==> config.mk <==
export PLATFORM = sky130hd
export DESIGN_NAME = two_wire_isp_link_master
export DESIGN_NICKNAME = d
export VERILOG_FILES = /design/src/design/ispl_pkg.sv /design/src/design/ispl_in_stage.sv /design/src/design/ispl_engine.sv /design/src/design/ispl_out_stage.sv /design/src/design/two_wire_isp_link_master.sv
export SDC_FILE = /design/constraint.sdc
export NUM_CORES = 1
export LEC_CHECK = 0
export ABC_AREA = 1
export BUFFER_PORTS_ARGS = -buffer_cell sky130_fd_sc_hd__buf_2
export CAP_MARGIN = 20
export CORE_MARGIN = 1.5
export CORE_UTILIZATION = 57
export CTS_CLUSTER_DIAMETER = 80
export DETAILED_ROUTE_END_ITERATION = 10
export PLACE_DENSITY = 0.81
export SLEW_MARGIN = 20
export SYNTH_ARGS = -nofsm -noshare
export SYNTH_HDL_FRONTEND = slang
export SYNTH_SLANG_ARGS = --single-unit
==> constraint.sdc <==
create_clock -name clk -period 3.8 [get_ports clk]
set_input_delay 0.57 -clock clk [delete_from_list [all_inputs] [get_ports clk]]
set_output_delay 0.57 -clock clk [all_outputs]
set_load 0.02 [all_outputs]
==> src/design/ispl_pkg.sv <==
// shared types, codes and constants of the two-wire link master
package ispl_pkg;

	typedef enum logic [1:0] {
		OP_START = 2'd0,
		OP_STOP  = 2'd1,
		OP_WRITE = 2'd2,
		OP_READ  = 2'd3
	} op_t;

	localparam int BYTE_W = 8;
	localparam int STEP_W = 5;
	localparam int IN_DATA_W = 16;
	localparam int IN_USER_W = 3;
	localparam int OUT_DATA_W = 16;
	localparam int OUT_USER_W = 1;

	localparam logic [STEP_W-1:0] LEN_EDGE  = 5'd4;
	localparam logic [STEP_W-1:0] LEN_WRITE = 5'd17;
	localparam logic [STEP_W-1:0] LEN_READ  = 5'd18;
	localparam logic [STEP_W-1:0] BIT_STEPS = 5'd16;

	typedef struct packed {
		logic              cmd_valid;
		op_t               mode;
		logic [BYTE_W-1:0] byte_value;
		logic              sda_in;
	} item_t;

	typedef struct packed {
		op_t               op;
		logic [STEP_W-1:0] step;
		logic              busy;
		logic [BYTE_W-1:0] shift;
		logic              clk;
		logic              sda;
		logic              drv;
	} state_t;

	typedef struct packed {
		logic              clk_level;
		logic              sda_level;
		logic              sda_drive;
		logic              ready_res;
		logic              accepted;
		logic              read_done;
		logic [BYTE_W-1:0] read_byte;
	} result_t;

	function automatic logic [STEP_W-1:0] op_length(input op_t op);
		case (op)
			OP_WRITE: op_length = LEN_WRITE;
			OP_READ:  op_length = LEN_READ;
			default:  op_length = LEN_EDGE;
		endcase
	endfunction

endpackage

==> src/design/ispl_in_stage.sv <==
// input register of the link master
module ispl_in_stage (
	input  logic          clk,
	input  logic          arst_n,
	input  logic          in_valid,
	output logic          in_ready,
	input  ispl_pkg::item_t in_item,
	input  logic          advance,
	output logic          valid_s1,
	output ispl_pkg::item_t item_s1
);
	import ispl_pkg::*;

	assign in_ready = !valid_s1 || advance;

	always_ff @(posedge clk or negedge arst_n) begin
		if (!arst_n) begin
			valid_s1 <= 1'b0;
		end else if (in_ready) begin
			valid_s1 <= in_valid;
		end
	end

	always_ff @(posedge clk) begin
		if (in_ready && in_valid) begin
			item_s1 <= in_item;
		end
	end

endmodule

==> src/design/ispl_engine.sv <==
// line sequencer: state registers and the per-tick step logic
module ispl_engine (
	input  logic            clk,
	input  logic            arst_n,
	input  logic            advance,
	input  ispl_pkg::item_t item_s1,
	output ispl_pkg::result_t result
);
	import ispl_pkg::*;

	state_t            st_q;
	state_t            st_n;
	logic              take;
	logic              done;
	logic [STEP_W-1:0] cur_step;
	logic [STEP_W-1:0] step_inc;

	always_comb begin
		st_n = st_q;
		done = 1'b0;
		take = item_s1.cmd_valid && !st_q.busy;
		if (take) begin
			st_n.busy  = 1'b1;
			st_n.op    = item_s1.mode;
			st_n.step  = '0;
			st_n.shift = (item_s1.mode == OP_WRITE) ? item_s1.byte_value : '0;
		end
		cur_step = st_n.step;
		step_inc = cur_step + 5'd1;
		if (st_n.busy) begin
			case (st_n.op)
				OP_START: begin
					st_n.drv = 1'b1;
					case (cur_step)
						5'd0:    st_n.sda = 1'b1;
						5'd1:    st_n.clk = 1'b1;
						5'd2:    st_n.sda = 1'b0;
						default: st_n.clk = 1'b0;
					endcase
				end
				OP_STOP: begin
					st_n.drv = 1'b1;
					case (cur_step)
						5'd0:    st_n.clk = 1'b0;
						5'd1:    st_n.sda = 1'b0;
						5'd2:    st_n.clk = 1'b1;
						default: st_n.sda = 1'b1;
					endcase
				end
				OP_WRITE: begin
					st_n.drv = 1'b1;
					if (cur_step < BIT_STEPS) begin
						if (!cur_step[0]) begin
							st_n.clk = 1'b0;
							st_n.sda = st_n.shift[BYTE_W-1];
						end else begin
							st_n.clk   = 1'b1;
							st_n.shift = {st_n.shift[BYTE_W-2:0], 1'b0};
						end
					end else begin
						st_n.sda = 1'b0;
					end
				end
				default: begin
					if (cur_step < BIT_STEPS) begin
						st_n.drv = 1'b0;
						if (!cur_step[0]) begin
							st_n.clk   = 1'b1;
							st_n.shift = {st_n.shift[BYTE_W-2:0], item_s1.sda_in};
						end else begin
							st_n.clk = 1'b0;
						end
					end else if (cur_step == BIT_STEPS) begin
						st_n.drv = 1'b0;
						st_n.clk = 1'b0;
					end else begin
						st_n.clk = 1'b0;
						st_n.drv = 1'b1;
						st_n.sda = 1'b0;
						done     = 1'b1;
					end
				end
			endcase
			st_n.step = step_inc;
			if (step_inc >= op_length(st_n.op)) begin
				st_n.busy = 1'b0;
				st_n.step = '0;
			end
		end
	end

	always_comb begin
		result.clk_level = st_n.clk;
		result.sda_level = st_n.drv && st_n.sda;
		result.sda_drive = st_n.drv;
		result.ready_res = !st_n.busy;
		result.accepted  = take;
		result.read_done = done;
		result.read_byte = done ? st_n.shift : '0;
	end

	always_ff @(posedge clk or negedge arst_n) begin
		if (!arst_n) begin
			st_q.op    <= OP_START;
			st_q.step  <= '0;
			st_q.busy  <= 1'b0;
			st_q.shift <= '0;
			st_q.clk   <= 1'b1;
			st_q.sda   <= 1'b1;
			st_q.drv   <= 1'b1;
		end else if (advance) begin
			st_q <= st_n;
		end
	end

endmodule

==> src/design/ispl_out_stage.sv <==
// result register of the link master
module ispl_out_stage (
	input  logic              clk,
	input  logic              arst_n,
	input  logic              advance,
	input  ispl_pkg::result_t result,
	output logic              out_valid,
	input  logic              out_ready,
	output logic              slot_free,
	output ispl_pkg::result_t result_q
);
	import ispl_pkg::*;

	assign slot_free = !out_valid || out_ready;

	always_ff @(posedge clk or negedge arst_n) begin
		if (!arst_n) begin
			out_valid <= 1'b0;
		end else if (slot_free) begin
			out_valid <= advance;
		end
	end

	always_ff @(posedge clk) begin
		if (advance) begin
			result_q <= result;
		end
	end

endmodule

==> src/design/two_wire_isp_link_master.sv <==
// top level of the two-wire programming link master
// One input word is one timing tick of the link and yields exactly one result word.
// A word is taken every cycle while the result side is not stalled: it passes an input
// register, one step of the line sequencer and a result register, and the sequencer state
// advances once per tick. A start or stop spans four ticks, a byte write seventeen and
// a byte read eighteen; commands arriving while a sequence runs are dropped and
// reported with accepted low. Backpressure on the result side stalls the whole path.
module two_wire_isp_link_master (
	input  logic                                 clk,
	input  logic                                 arst_n,
	input  logic                                 s_tvalid,
	output logic                                 s_tready,
	// byte_value, sda_in, zero pad
	input  logic [ispl_pkg::IN_DATA_W-1:0]       s_tdata,
	// cmd_valid, mode
	input  logic [ispl_pkg::IN_USER_W-1:0]       s_tuser,
	output logic                                 m_tvalid,
	input  logic                                 m_tready,
	// clk_level, sda_level, sda_drive, ready_res, accepted, read_byte, zero pad
	output logic [ispl_pkg::OUT_DATA_W-1:0]      m_tdata,
	// read_done
	output logic [ispl_pkg::OUT_USER_W-1:0]      m_tuser
);
	import ispl_pkg::*;

	item_t   in_item;
	item_t   item_s1;
	logic    valid_s1;
	logic    slot_free;
	logic    advance;
	result_t result;
	result_t result_q;

	assign in_item.cmd_valid  = s_tuser[0];
	assign in_item.mode       = op_t'(s_tuser[2:1]);
	assign in_item.byte_value = s_tdata[BYTE_W-1:0];
	assign in_item.sda_in     = s_tdata[BYTE_W];

	assign advance = valid_s1 && slot_free;

	ispl_in_stage u_in (
		.clk      (clk),
		.arst_n   (arst_n),
		.in_valid (s_tvalid),
		.in_ready (s_tready),
		.in_item  (in_item),
		.advance  (advance),
		.valid_s1 (valid_s1),
		.item_s1  (item_s1)
	);

	ispl_engine u_engine (
		.clk     (clk),
		.arst_n  (arst_n),
		.advance (advance),
		.item_s1 (item_s1),
		.result  (result)
	);

	ispl_out_stage u_out (
		.clk       (clk),
		.arst_n    (arst_n),
		.advance   (advance),
		.result    (result),
		.out_valid (m_tvalid),
		.out_ready (m_tready),
		.slot_free (slot_free),
		.result_q  (result_q)
	);

	assign m_tdata = {3'b000, result_q.read_byte, result_q.accepted, result_q.ready_res,
		result_q.sda_drive, result_q.sda_level, result_q.clk_level};
	assign m_tuser = result_q.read_done;

`ifndef NO_ASSERTIONS
	a_empty_out_takes_input: assert property (@(posedge clk) disable iff (!arst_n)
		!m_tvalid |-> s_tready)
		else $error("input stalled with empty result register");

	a_released_reads_low: assert property (@(posedge clk) disable iff (!arst_n)
		m_tvalid && !m_tdata[2] |-> !m_tdata[1])
		else $error("data level high while line released");

	a_accept_makes_busy: assert property (@(posedge clk) disable iff (!arst_n)
		m_tvalid && m_tdata[4] |-> !m_tdata[3])
		else $error("command taken but ready still reported");

	a_read_end_lines: assert property (@(posedge clk) disable iff (!arst_n)
		m_tvalid && m_tuser[0] |-> m_tdata[2] && !m_tdata[0] && !m_tdata[1] && !m_tdata[4])
		else $error("read completion with wrong line levels");
`endif

endmodule
-- After elaboration in Yosys (flattened, before gate mapping)
Index checks and enable logic that the tools add are counted.
- reductions and logical operators: 15
- multiplexer cells: 27
- order comparisons: 2
- add/sub/neg operators: 1
- equality and inequality tests: 7
- operators by type and width (kind ; count):
    8-bit 2-to-1 mux ; 4
    17-bit 2-to-1 mux ; 1
    16-bit 2-to-1 mux ; 1
    8-bit case mux with 2 select lines ; 1
    1-bit 2-to-1 mux ; 11
    5-bit case mux with 2 select lines ; 1
    9-bit 2-to-1 mux ; 1
    3-bit case mux with 3 select lines ; 1
    1-bit case mux with 2 select lines ; 4
    2-bit == test, second input constant ; 3
    6-bit 2-to-1 mux ; 1
    5-bit by 1-bit adder with 5-bit output, second input constant ; 1
    5-bit by 1-bit == test with 1-bit output, second input constant ; 1
    5-bit by 2-bit == test with 1-bit output, second input constant ; 1
    5-bit == test, second input constant ; 1
    5-bit greater-or-equal comparator ; 1
    5-bit zero test ; 1
    5-bit less-than comparator, second input constant ; 1
    5-bit 2-to-1 mux ; 1
    1-bit logical AND ; 4
    1-bit zero test ; 4
    2-bit OR reduction ; 2
    3-bit OR reduction ; 1
    2-bit by 1-bit == test with 1-bit output, second input constant ; 1
    2 further kinds ; 3
- bits in registers: 47

-- Longest topological paths before layout
Gate-level depths: netlist of run 1.
- depth after elaboration: 10
- gate-level depth with buffers: 15
- mapped depth without buffers: 14

-- Hierarchy
A second synthesis of run 1 with hierarchy kept.
- cell total of the unflattened synthesis: 353
- area total of the unflattened synthesis: 2710.1 um^2
- modules (own cells, without submodules) (module ; instances ; cells an instance ; area an instance (um^2)):
    ispl_engine ; 1 ; 310 ; 1805.5
    ispl_out_stage ; 1 ; 19 ; 465.4
    ispl_in_stage ; 1 ; 18 ; 405.4
    two_wire_isp_link_master ; 1 ; 6 ; 33.8

-- Worst setup path after synthesis of run 1
OpenSTA, ideal clock, no wires.
- path kind: reg-to-reg
- start: reg u_engine.st_q[11] (netlist name)
- end: reg, netlist name u_out.result_q[10]
- data arrival time: 1.865 ns
- buffers on the path: 1
- cell stages (with the launch flop): 14
- slack: 1.674 ns
- cells stage by stage: dfrtp_1 > inv_2 > nand2_2 > buf_6 > nand2_1 > nand2_1 > nor2_1 > ha_1 > o21ai_0 > nand2_1 > a21oi_1 > nand2_2 > a21oi_4 > nand2_1
- RTL lines (what ; line ; RTL):
    start, declared ; ispl_engine.sv:11 ; state_t st_q;
    start signal, assigned ; ispl_engine.sv:112 ; st_q <= st_n;

==> results of run 1 <==
metal layers:
| layer | routed length (microns) | vias to the layer above | global-route usage [%] |
|---|---|---|---|
| met5 | 0 | - | 0 |
| met4 | 93 | 0 | 8.71 |
| met3 | 251 | 9 | 4.36 |
| met2 | 2310 | 74 | 35.7 |
| met1 | 2020 | 908 | 26.4 |
| li1 | - | 1003 | - |
logic make-up after synthesis:
| kind of cell | count (synthesis) | share of synthesized area (%) |
|---|---|---|
| other | 1 | 0.149 |
| AND/OR/NAND/NOR | 160 | 28.3 |
| buffers and inverters | 46 | 8.19 |
| flip-flops | 47 | 52.0 |
| AO/OA/AOI/OAI | 35 | 9.43 |
| adder cells (fa/ha/maj) | 4 | 1.99 |
cells in the final DEF, fill, tap and decap left out, types with 3 or more instances in the layout:
cell and count:
edfxtp_1 26, o21ai_0 9, buf_2 31, a21oi_1 5, nand2_1 104, nand2_2 5, ha_1 4, nand3_2 5
dfstp_2 3, conb_1 3, dfrtp_1 18, nand3_1 15, o21ai_2 11, inv_1 35, nor2_1 21, o21ai_1 4
clkbuf_8 5
power breakdown:
| part | internal [uW] | leakage (uW) | switching (uW) | total [uW] |
|---|---|---|---|---|
| logic | 316 | 0.000864 | 634 | 949 |
| registers | 692 | 0.000516 | 85.7 | 778 |
| clock network | 128 | 0.0000418 | 166 | 295 |
sequential cells by signal, summed over array words and instances (netlist names):
signal / flops
u_engine.st_q: 19
u_out.out_valid: 1
u_in.item_s1: 12
u_in.valid_s1: 1
u_out.result_q: 14
critical path, delay by kind of cell, from the launching register on:
kind	cells	cell delay (ps)
fa+ha+maj	1	270
compound gates	3	530
flops	1	420
buf+inv	1	90
simple gates	7	1010
per-stage QoR:
step	total power [uW]	cell area (sq um)	setup WS [ps]	cells	hold WS (ps)
floorplan	1540	2530	1670	295	274
global placement	1690	2700	1330	372	463
detailed placement	1730	2700	1260	372	483
CTS	2030	2790	1230	380	230
global route	2200	2790	990	380	264
finish	2020	2790	1220	380	221
path summary, 6_finish.rpt:
| path | startpoint | to | slack (ps) | depth (start not counted) |
|---|---|---|---|---|
| worst min-delay path | arst_n | u_engine.st_q[14]$_DFFE_PN0P_ | 220 | 1 |
| min in group clk | s_tdata[7] | u_in.item_s1[8]$_DFFE_PP_ | 430 | 1 |
| worst max register to register | u_engine.st_q[11]$_DFFE_PN0P_ | u_out.result_q[10]$_DFFE_PP_ | 1220 | 12 |
| worst max-delay path | u_engine.st_q[11]$_DFFE_PN0P_ | u_out.result_q[10]$_DFFE_PP_ | 1220 | 12 |
| worst min register to register | u_engine.st_q[6]$_DFFE_PN0P_ | u_engine.st_q[6]$_DFFE_PN0P_ | 500 | 2 |
| max in group asynchronous | arst_n | u_engine.st_q[1]$_DFFE_PN1P_ | 3210 | 1 |
cell usage after synthesis, drive strengths merged:
library cell    n
a21oi           6
edfxtp         26
nand3          20
o22ai           2
dfstp           3
nand4           3
buf             7
a22oi           2
conb            1
clkbuf          1
nor3            1
ha              4
dfrtp          18
nor2           24
and2            1
o21ai          24
o21bai          1
nand2         111
inv            37
clkinv          1
area by class of cell:
cell class,count,area [sq um],area share [%]
inverters,38,143,5.11
clock buffers,5,68.8,2.47
flip-flops and latches,47,1310,47.0
clock inverters,3,20.0,0.718
well taps,52,65.1,2.33
multi-input cells,202,1010,36.3
repair buffers,33,170,6.10
==> reports/results.txt, run 1 <==
status - complete, no violations
Final Cycle Share - 67.9%
Area contributors post-synth - edfxtp_1 (31%), dfrtp_1 (18%), nand2_1 (15%), inv_1 (5.2%), o21ai_2 (3.8%)
worst-path cell chain - inv_2 -> nand2_2 -> nand2_1 -> nand2_1 -> nor2_1 -> ha_1 -> o21ai_0 -> nand2_1 -> a21oi_1 -> nand2_2 -> a21oi_4 -> nand2_1
final setup fails - 0
share of post-route cells with drive strength above 1 - 22.6%
Post-Syn Instances - 293
worst slew pin tran - 700 ps
Nets - 354
Final Critical Period - 2580 ps
Yosys warning count - 0
largest net degree at the start of global routing - 22
final hold violation count - 0
Fillers - 355
max capacitance violation total - 0
Worst path max stage delay - 420 ps
port bufs - 31
FMAX - 0.387 GHz
DP HPWL - 3530 microns
vias in the first global route - 1,851
Distinct cells, synth - 32
top cell type's share of synthesized area - 31.0%
Reg clk slew, reported paths - 90 ps
Post-CTS Hold Buffers - 0
Rows - 24
number of remaining DRC errors - 0
DR pass1 iterations - 4
CP most frequent cell - nand2_1
register bit total from synthesis - 47
Die ar. - 4830 sq um
clk sinks - 47
number of diodes - 0
CTS tree - built
Post-CTS Setup Bufs - 0
CP Class - reg2reg
Die Width - 69.5 microns
Routed Antenna Nets - 0
core area - 4290 sq um
die height - 69.5 microns
Synth Cell Area - 2520 sq um
Synth Area per Inst - 8.60 sq um
drt wl/cell - 12.3 microns
Hold Path Class - in2async
Worst setup EP type - flop
Max VDD drop - 0.418 mV
total congestion overflow - 0
Setup Skew - 8.36 ps
DR vias - 1,994
final WL - 4670 microns
Clock Path Buffers - 2
Data required, critical path - 3850 ps
number of vias per cell - 5.25
Power per Cell Area - 725 nW/um^2
TNS Setup - 0 ps
CTS-repair resized insts - 0
starting density of the core - 58.7%
final core occ - 64.9%
CP arrival - 2640 ps
Area Overhead vs Synth - 10.6%
placer congestion estimate - 0.892
slew margin rel. - 53.3%
clk_lat worst skew - 310 ps
first-pass GRT wire length - 8040 microns
CTS root buf - clkbuf_8
RSZ-0062 raised after global routing - false
Final Max Slew Viols - 0
Global Route Usage Sum - 21.1%
leak pwr - 0.00142 uW
Worst setup SP type - flop
I/O pin count - 42
initial antenna violation count - 0
area leader, netlist - edfxtp_1
DR iter-0 viols - 149
Crit-path slowest cell - dfrtp_1
Num CTS Buffers - 5
H-tree depth - 2
post-synthesis sequential area ratio - 52.0%
Crit Path Max Fanout - 21
Note: power is estimated with default switching activity, not from simulation.
==> run 2: changes to the inputs <==
--- a/config.mk
+++ b/config.mk
@@ -5,14 +5,14 @@
 export SDC_FILE = /design/constraint.sdc
 export NUM_CORES = 1
 export LEC_CHECK = 0
-export ABC_AREA = 1
+export ABC_AREA = 0
 export BUFFER_PORTS_ARGS = -buffer_cell sky130_fd_sc_hd__buf_2
 export CAP_MARGIN = 20
 export CORE_MARGIN = 1.5
-export CORE_UTILIZATION = 57
+export CORE_UTILIZATION = 56
 export CTS_CLUSTER_DIAMETER = 80
 export DETAILED_ROUTE_END_ITERATION = 10
-export PLACE_DENSITY = 0.81
+export PLACE_DENSITY = 0.79
 export SLEW_MARGIN = 20
 export SYNTH_ARGS = -nofsm -noshare
 export SYNTH_HDL_FRONTEND = slang
==> constraint.sdc (replaced) <==
create_clock -name clk -period 2.6 [get_ports clk]
set_input_delay 0.39 -clock clk [delete_from_list [all_inputs] [get_ports clk]]
set_output_delay 0.39 -clock clk [all_outputs]
set_load 0.02 [all_outputs]
==> run 2 against run 1 <==
Area after synthesis is 1.4% higher. First-iteration DRC count is 43% higher. Utilization is 1.1 points higher. Design area is 3.8% higher. Power is 57% higher. Critical endpoint is now u_engine.st_q[13]$_DFFE_PN0P_. Flip-flop and latch count stayed put. Critical path depth is 3 lower. Critical path type unchanged. Clock skew is 5.7 ps lower.
==> reports/results.txt, run 2 <==
status - complete, no violations
RSZ-0062 raised after global routing - false
CTS tree - built
FFs w/ async S/R, synth - 44.7%
total congestion overflow - 0
Design Power - 3170 uW
Post-Syn Instances - 240
Clock Path Buffers - 2
number of remaining DRC errors - 0
Synth Cell Area - 2560 sq um
logic gate share of total power - 45.4%
TNS Setup - 0 ps
Data required, critical path - 2800 ps
Crit path buffers/inverters - 0
final WL - 5340 microns
top cell type's share of synthesized area - 30.5%
Worst setup EP type - flop
Yosys warning count - 0
most common cell after layout, fill and taps aside - buf_2
DP HPWL - 3890 microns
Reg with most FFs - u_engine.st_q
Final Max Slew Viols - 0
DR vias - 1,980
post-route cell area - 2900 sq um
DR pass1 iterations - 5
most frequent cells in the layout - buf_2 (31), nand2_1 (27), edfxtp_1 (26)
H-tree depth - 2
number of vias per cell - 6.02
Sw Share - 39.1%
port bufs - 31
largest net degree at the start of global routing - 22
Final Cycle Share - 93.4%
FMAX - 0.412 GHz
clk sinks - 47
clk_lat worst skew - 290 ps
max reg flops - 19
top cells by count, synth - nand2_1 (27), edfxtp_1 (26), dfrtp_1 (18), nor2_1 (18), buf_2 (11)
number of diodes - 0
Reg clk slew, reported paths - 80 ps
Worst setup SP type - flop
first-pass GRT wire length - 8630 microns
final hold violation count - 0
final core occ - 66.0%
dpl cell area - 2780 sq um
post-synthesis sequential area ratio - 51.2%
Die ar. - 4980 sq um
initial antenna violation count - 0
Global Route Usage Sum - 22.2%
Num CTS Buffers - 5
Setup Skew - 2.67 ps
starting density of the core - 58.3%
Seq pwr share - 38.1%
internal power - 1930 uW
top flop regs - u_engine.st_q: 19 flops, u_out.result_q: 14 flops, u_in.item_s1: 12 flops
Area contributors post-synth - edfxtp_1 (31%), dfrtp_1 (18%), nand2_1 (4.0%), dfstp_2 (3.1%), nor2_1 (2.6%)
top_reg_cell synth - edfxtp_1
register bit total from synthesis - 47
hold slack - 50.5 ps
die height - 70.6 microns
Max VDD drop - 0.606 mV
placer congestion estimate - 0.916
Worst path max stage delay - 380 ps
Area Overhead vs Synth - 13.3%
Distinct cells, synth - 65
power share of the clock group - 16.5%
area leader, netlist - edfxtp_1
Post-CTS Hold Buffers - 0
top-count cell post-synth - nand2_1
Rows - 24
core area - 4380 sq um
leak pwr - 0.00120 uW
vias in the first global route - 1,778
Final Critical Period - 2430 ps
Post-synth EDFFs - 26
Crit-path slowest cell - dfrtp_1
Power per Cell Area - 1100 nW/um^2
DR iter-0 viols - 213
worst-path cell chain - nand2b_2 -> nor3b_2 -> o21bai_1 -> ha_1 -> nand2b_1 -> a211oi_1 -> o32ai_1 -> or2_4 -> o41ai_4
CP arrival - 2630 ps
CP Class - reg2reg
delay-heaviest family, CP - simple AND/OR/NAND/NOR gates
final setup fails - 0
CTS root buf - clkbuf_8
Multi-input gate area - 1110 sq um
max capacitance violation total - 0
Synth Area per Inst - 10.7 sq um
Crit Path Max Fanout - 8
Nets - 303
Fillers - 346
share of post-route cells with drive strength above 1 - 25.6%
register area - 1310 sq um
P_sw - 1240 uW
Die Width - 70.6 microns
Hold Path Class - in2async
Routed Antenna Nets - 0
I/O pin count - 42
drt wl/cell - 16.2 microns
## run 2: changes by cell type after synthesis, sizes merged, moves of 4 or more
cell,before,now
a31oi,0,6
a211oi,0,5
nor2,24,18
nand2b,0,7
mux2,0,6
o21ai,24,14
nand2,111,27
nand3,20,6
buf,7,16
a22oi,2,6
inv,37,9
## run 2: layout make-up
class	count	area share (%)
Sequential cell	47	45.2
Inverter	9	1.17
Clock inverter	3	1.47
Clock buffer	5	2.38
Tap cell	52	2.25
Multi-Input combinational cell	168	38.5
Timing Repair Buffer	45	8.99
## run 2: through the flow
step / instances / worst slack, ps
4_1_cts: 329 / 87.2
5_1_grt: 329 / 16.3
6_report: 329 / 171
2_1_floorplan: 242 / 79.5
3_3_place_gp: 321 / 186
3_5_place_dp: 321 / 112
## run 2: metal layers
metal	vias to the layer above	track usage, %	routed length (microns)
li1	954	-	-
met2	86	34.6	2480
met3	4	4.27	356
met5	-	0	0
met4	0	4.61	29
met1	936	33.1	2480
## run 2: worst paths after layout
check	from	end	slack [ps]	cells past startpoint
setup / recovery	u_engine.st_q[11]$_DFFE_PN0P_	u_engine.st_q[13]$_DFFE_PN0P_	170	9
hold / removal	arst_n	u_engine.st_q[12]$_DFFE_PN0P_	50	1
setup reg to reg	u_engine.st_q[11]$_DFFE_PN0P_	u_engine.st_q[13]$_DFFE_PN0P_	170	9
hold reg to reg	u_engine.st_q[0]$_DFFE_PN1P_	u_engine.st_q[0]$_DFFE_PN1P_	470	2
max in group asynchronous	arst_n	u_engine.st_q[2]$_DFFE_PN1P_	2190	1
min in group clk	s_tdata[4]	u_in.item_s1[5]$_DFFE_PP_	260	1
## run 2: kinds of logic after synthesis
family	share of synthesized area, %
other	0.147
multiplexers	3.82
adder cells (fa/ha/maj)	1.96
flip-flops	51.2
AND/OR/NAND/NOR	16.5
buffers and inverters	5.53
XOR/XNOR	1.32
AO/OA/AOI/OAI	19.4
## run 2: what timing repair did
action | CTS | global route
setup buffers | 0 | 0
endpoints found under the setup margin | 0 | 6
gates resized for setup | 0 | 1
## run 2: power groups by stage
stage	combinational (uW)	sequential [uW]	clock, uW
final	1440	1210	525
after global routing	1590	1230	569
after CTS	1410	1200	539
after detailed placement	1400	1210	0
after global placement	1370	1210	0
after floorplan	1080	1190	0
==> run 3: changes to the inputs <==
--- a/config.mk
+++ b/config.mk
@@ -8,8 +8,11 @@
 export ABC_AREA = 0
 export BUFFER_PORTS_ARGS = -buffer_cell sky130_fd_sc_hd__buf_2
 export CAP_MARGIN = 20
+export CELL_PAD_IN_SITES_DETAIL_PLACEMENT = 0
+export CELL_PAD_IN_SITES_GLOBAL_PLACEMENT = 1
+export CORE_ASPECT_RATIO = 1.25
 export CORE_MARGIN = 1.5
-export CORE_UTILIZATION = 56
+export CORE_UTILIZATION = 44
 export CTS_CLUSTER_DIAMETER = 80
 export DETAILED_ROUTE_END_ITERATION = 10
 export PLACE_DENSITY = 0.79
==> run 3 against run 2 <==
Non-clock buffer count up 3. Worst setup slack worse by 42 ps. Clock skew up 5.7 ps. Cell count up 4.6%. Count of clock-buffer cells in the layout unchanged. First-iteration DRC count down 48%. Register-to-register slack worse by 40 ps. Clock power up 2%. Largest power group unchanged.
==> reports/results.txt, run 3 (synthesis gave the netlist of run 2 again) <==
number of remaining DRC errors - 0
Max VDD drop - 0.561 mV
worst slew pin tran - 594 ps
Clock Path Buffers - 2
P_sw - 1250 uW
Seq pwr share - 37.0%
Hold Path Class - in2async
I/O pin count - 42
starting density of the core - 46.3%
CP arrival - 2680 ps
Reg clk slew, reported paths - 90 ps
final setup fails - 0
drt wl/cell - 16.4 microns
final WL - 5640 microns
port bufs - 31
Sw Share - 39.3%
worst setup margin - 130 ps
Worst setup EP type - flop
Worst setup SP type - flop
number of vias per cell - 5.67
max reg flops - 19
core area - 5520 sq um
Routed Antenna Nets - 0
DP HPWL - 4100 microns
internal power - 1940 uW
Final Max Slew Viols - 0
Nets - 306
DR pass1 iterations - 6
post-place setup slack - 68.8 ps
DR vias - 1,950
vias in the first global route - 1,840
reg2reg path depth - 9
final hold violation count - 0
Power per Cell Area - 1090 nW/um^2
die height - 88.2 microns
TNS Setup - 0 ps
FMAX - 0.405 GHz
CTS root buf - clkbuf_8
total congestion overflow - 0
Final Cycle Share - 95.0%
Reg with most FFs - u_engine.st_q
Setup Skew - 8.38 ps
worst-path cell chain - nand2b_2 -> nor3b_2 -> o21bai_1 -> ha_1 -> nand2b_1 -> a211oi_1 -> o32ai_1 -> or2_4 -> o41ai_4
Num CTS Buffers - 5
max capacitance violation total - 0
Data required, critical path - 2810 ps
number of diodes - 0
status - complete, no violations
Post-CTS Setup Bufs - 0
Global Route Usage Sum - 19.0%
clk_lat worst skew - 300 ps
placer congestion estimate - 0.888
clk sinks - 47
first-pass GRT wire length - 9090 microns
initial antenna violation count - 0
Final Critical Period - 2470 ps
most common cell after layout, fill and taps aside - buf_2
Die Width - 71.2 microns
power share of the clock group - 16.8%
leak pwr - 0.00121 uW
logic gate share of total power - 46.2%
CP Class - reg2reg
share of post-route cells with drive strength above 1 - 26.4%
Die ar. - 6280 sq um
CTS tree - built
Rows - 30
H-tree depth - 2
Worst path max stage delay - 370 ps
Crit-path slowest cell - dfrtp_1
DR iter-0 viols - 110
Area Overhead vs Synth - 14.7%
most frequent cells in the layout - buf_2 (31), nand2_1 (27), edfxtp_1 (26)
largest net degree at the start of global routing - 22
Crit Path Max Fanout - 9
top flop regs - u_engine.st_q: 19 flops, u_out.result_q: 14 flops, u_in.item_s1: 12 flops
RSZ-0062 raised after global routing - false
slew margin rel. - 60.3%
[run 3: cell types whose count changed in the layout (fill, tap and decap cells not counted)]
cell	previous run	this run
buf_4	14	17
[run 3: worst paths after layout]
| check | start | endpoint | slack, ps |
|---|---|---|---|
| worst min-delay path | arst_n | u_engine.st_q[15]$_DFFE_PN0P_ | 50 |
| worst max-delay path | u_engine.st_q[11]$_DFFE_PN0P_ | u_engine.st_q[13]$_DFFE_PN0P_ | 130 |
| min in group clk | s_tdata[7] | u_in.item_s1[8]$_DFFE_PP_ | 260 |
| worst min register to register | u_engine.st_q[0]$_DFFE_PN1P_ | u_engine.st_q[0]$_DFFE_PN1P_ | 470 |
| max in group asynchronous | arst_n | u_engine.st_q[2]$_DFFE_PN1P_ | 2180 |
| worst max register to register | u_engine.st_q[11]$_DFFE_PN0P_ | u_engine.st_q[13]$_DFFE_PN0P_ | 130 |
[run 3: metrics by stage]
step,utilization (%),hold slack (ps),area [sq um],power (uW),cells
CTS,53.1,68.7,2930,3180,344
finish,53.2,52.2,2930,3200,344
detailed placement,51.1,399,2820,2640,336
floorplan,-,94.4,2560,2280,242
global route,53.2,74.9,2930,3410,344
global placement,51.1,408,2820,2630,336
[run 3: metal layers]
metal  GRT usage, %  part of all wire (%)  vias to the layer above
met1           22.4                    43                      926
met3           3.99                   3.1                       12
met5              0                     0                        -
met4           6.86                   2.2                        0
li1               -                     -                      961
met2           34.3                    51                       51
[run 3: repair_timing]
item	4_1_cts	5_1_grt
setup endpoints to repair	0	6
gates resized for setup	0	1
hold buffers	0	0
[run 3: power groups by stage]
stage	logic, uW	clock network (uW)	registers (uW)
global placement	1440	0	1190
finish	1480	537	1180
detailed placement	1450	0	1190
floorplan	1080	0	1190
global route	1620	578	1210
CTS	1450	547	1180
[run 3: area by class of cell]
| cell class | instances | area [sq um] |
|---|---|---|
| Sequential cell | 47 | 1310 |
| Timing Repair Buffer | 48 | 283 |
| Fill cell | 499 | 2580 |
| Clock buffer | 5 | 68.8 |
| Tap cell | 64 | 80.1 |
| Inverter | 9 | 33.8 |
| Clock inverter | 3 | 42.5 |
| Multi-Input combinational cell | 168 | 1110 |
[run 3: critical path, delay by kind of cell (launching register included)]
family | cells | cell delay (ps)
AND/OR/NAND/NOR | 4 | 930
AO/OA/AOI/OAI | 4 | 840
adder cells (fa/ha/maj) | 1 | 240
flip-flops | 1 | 370
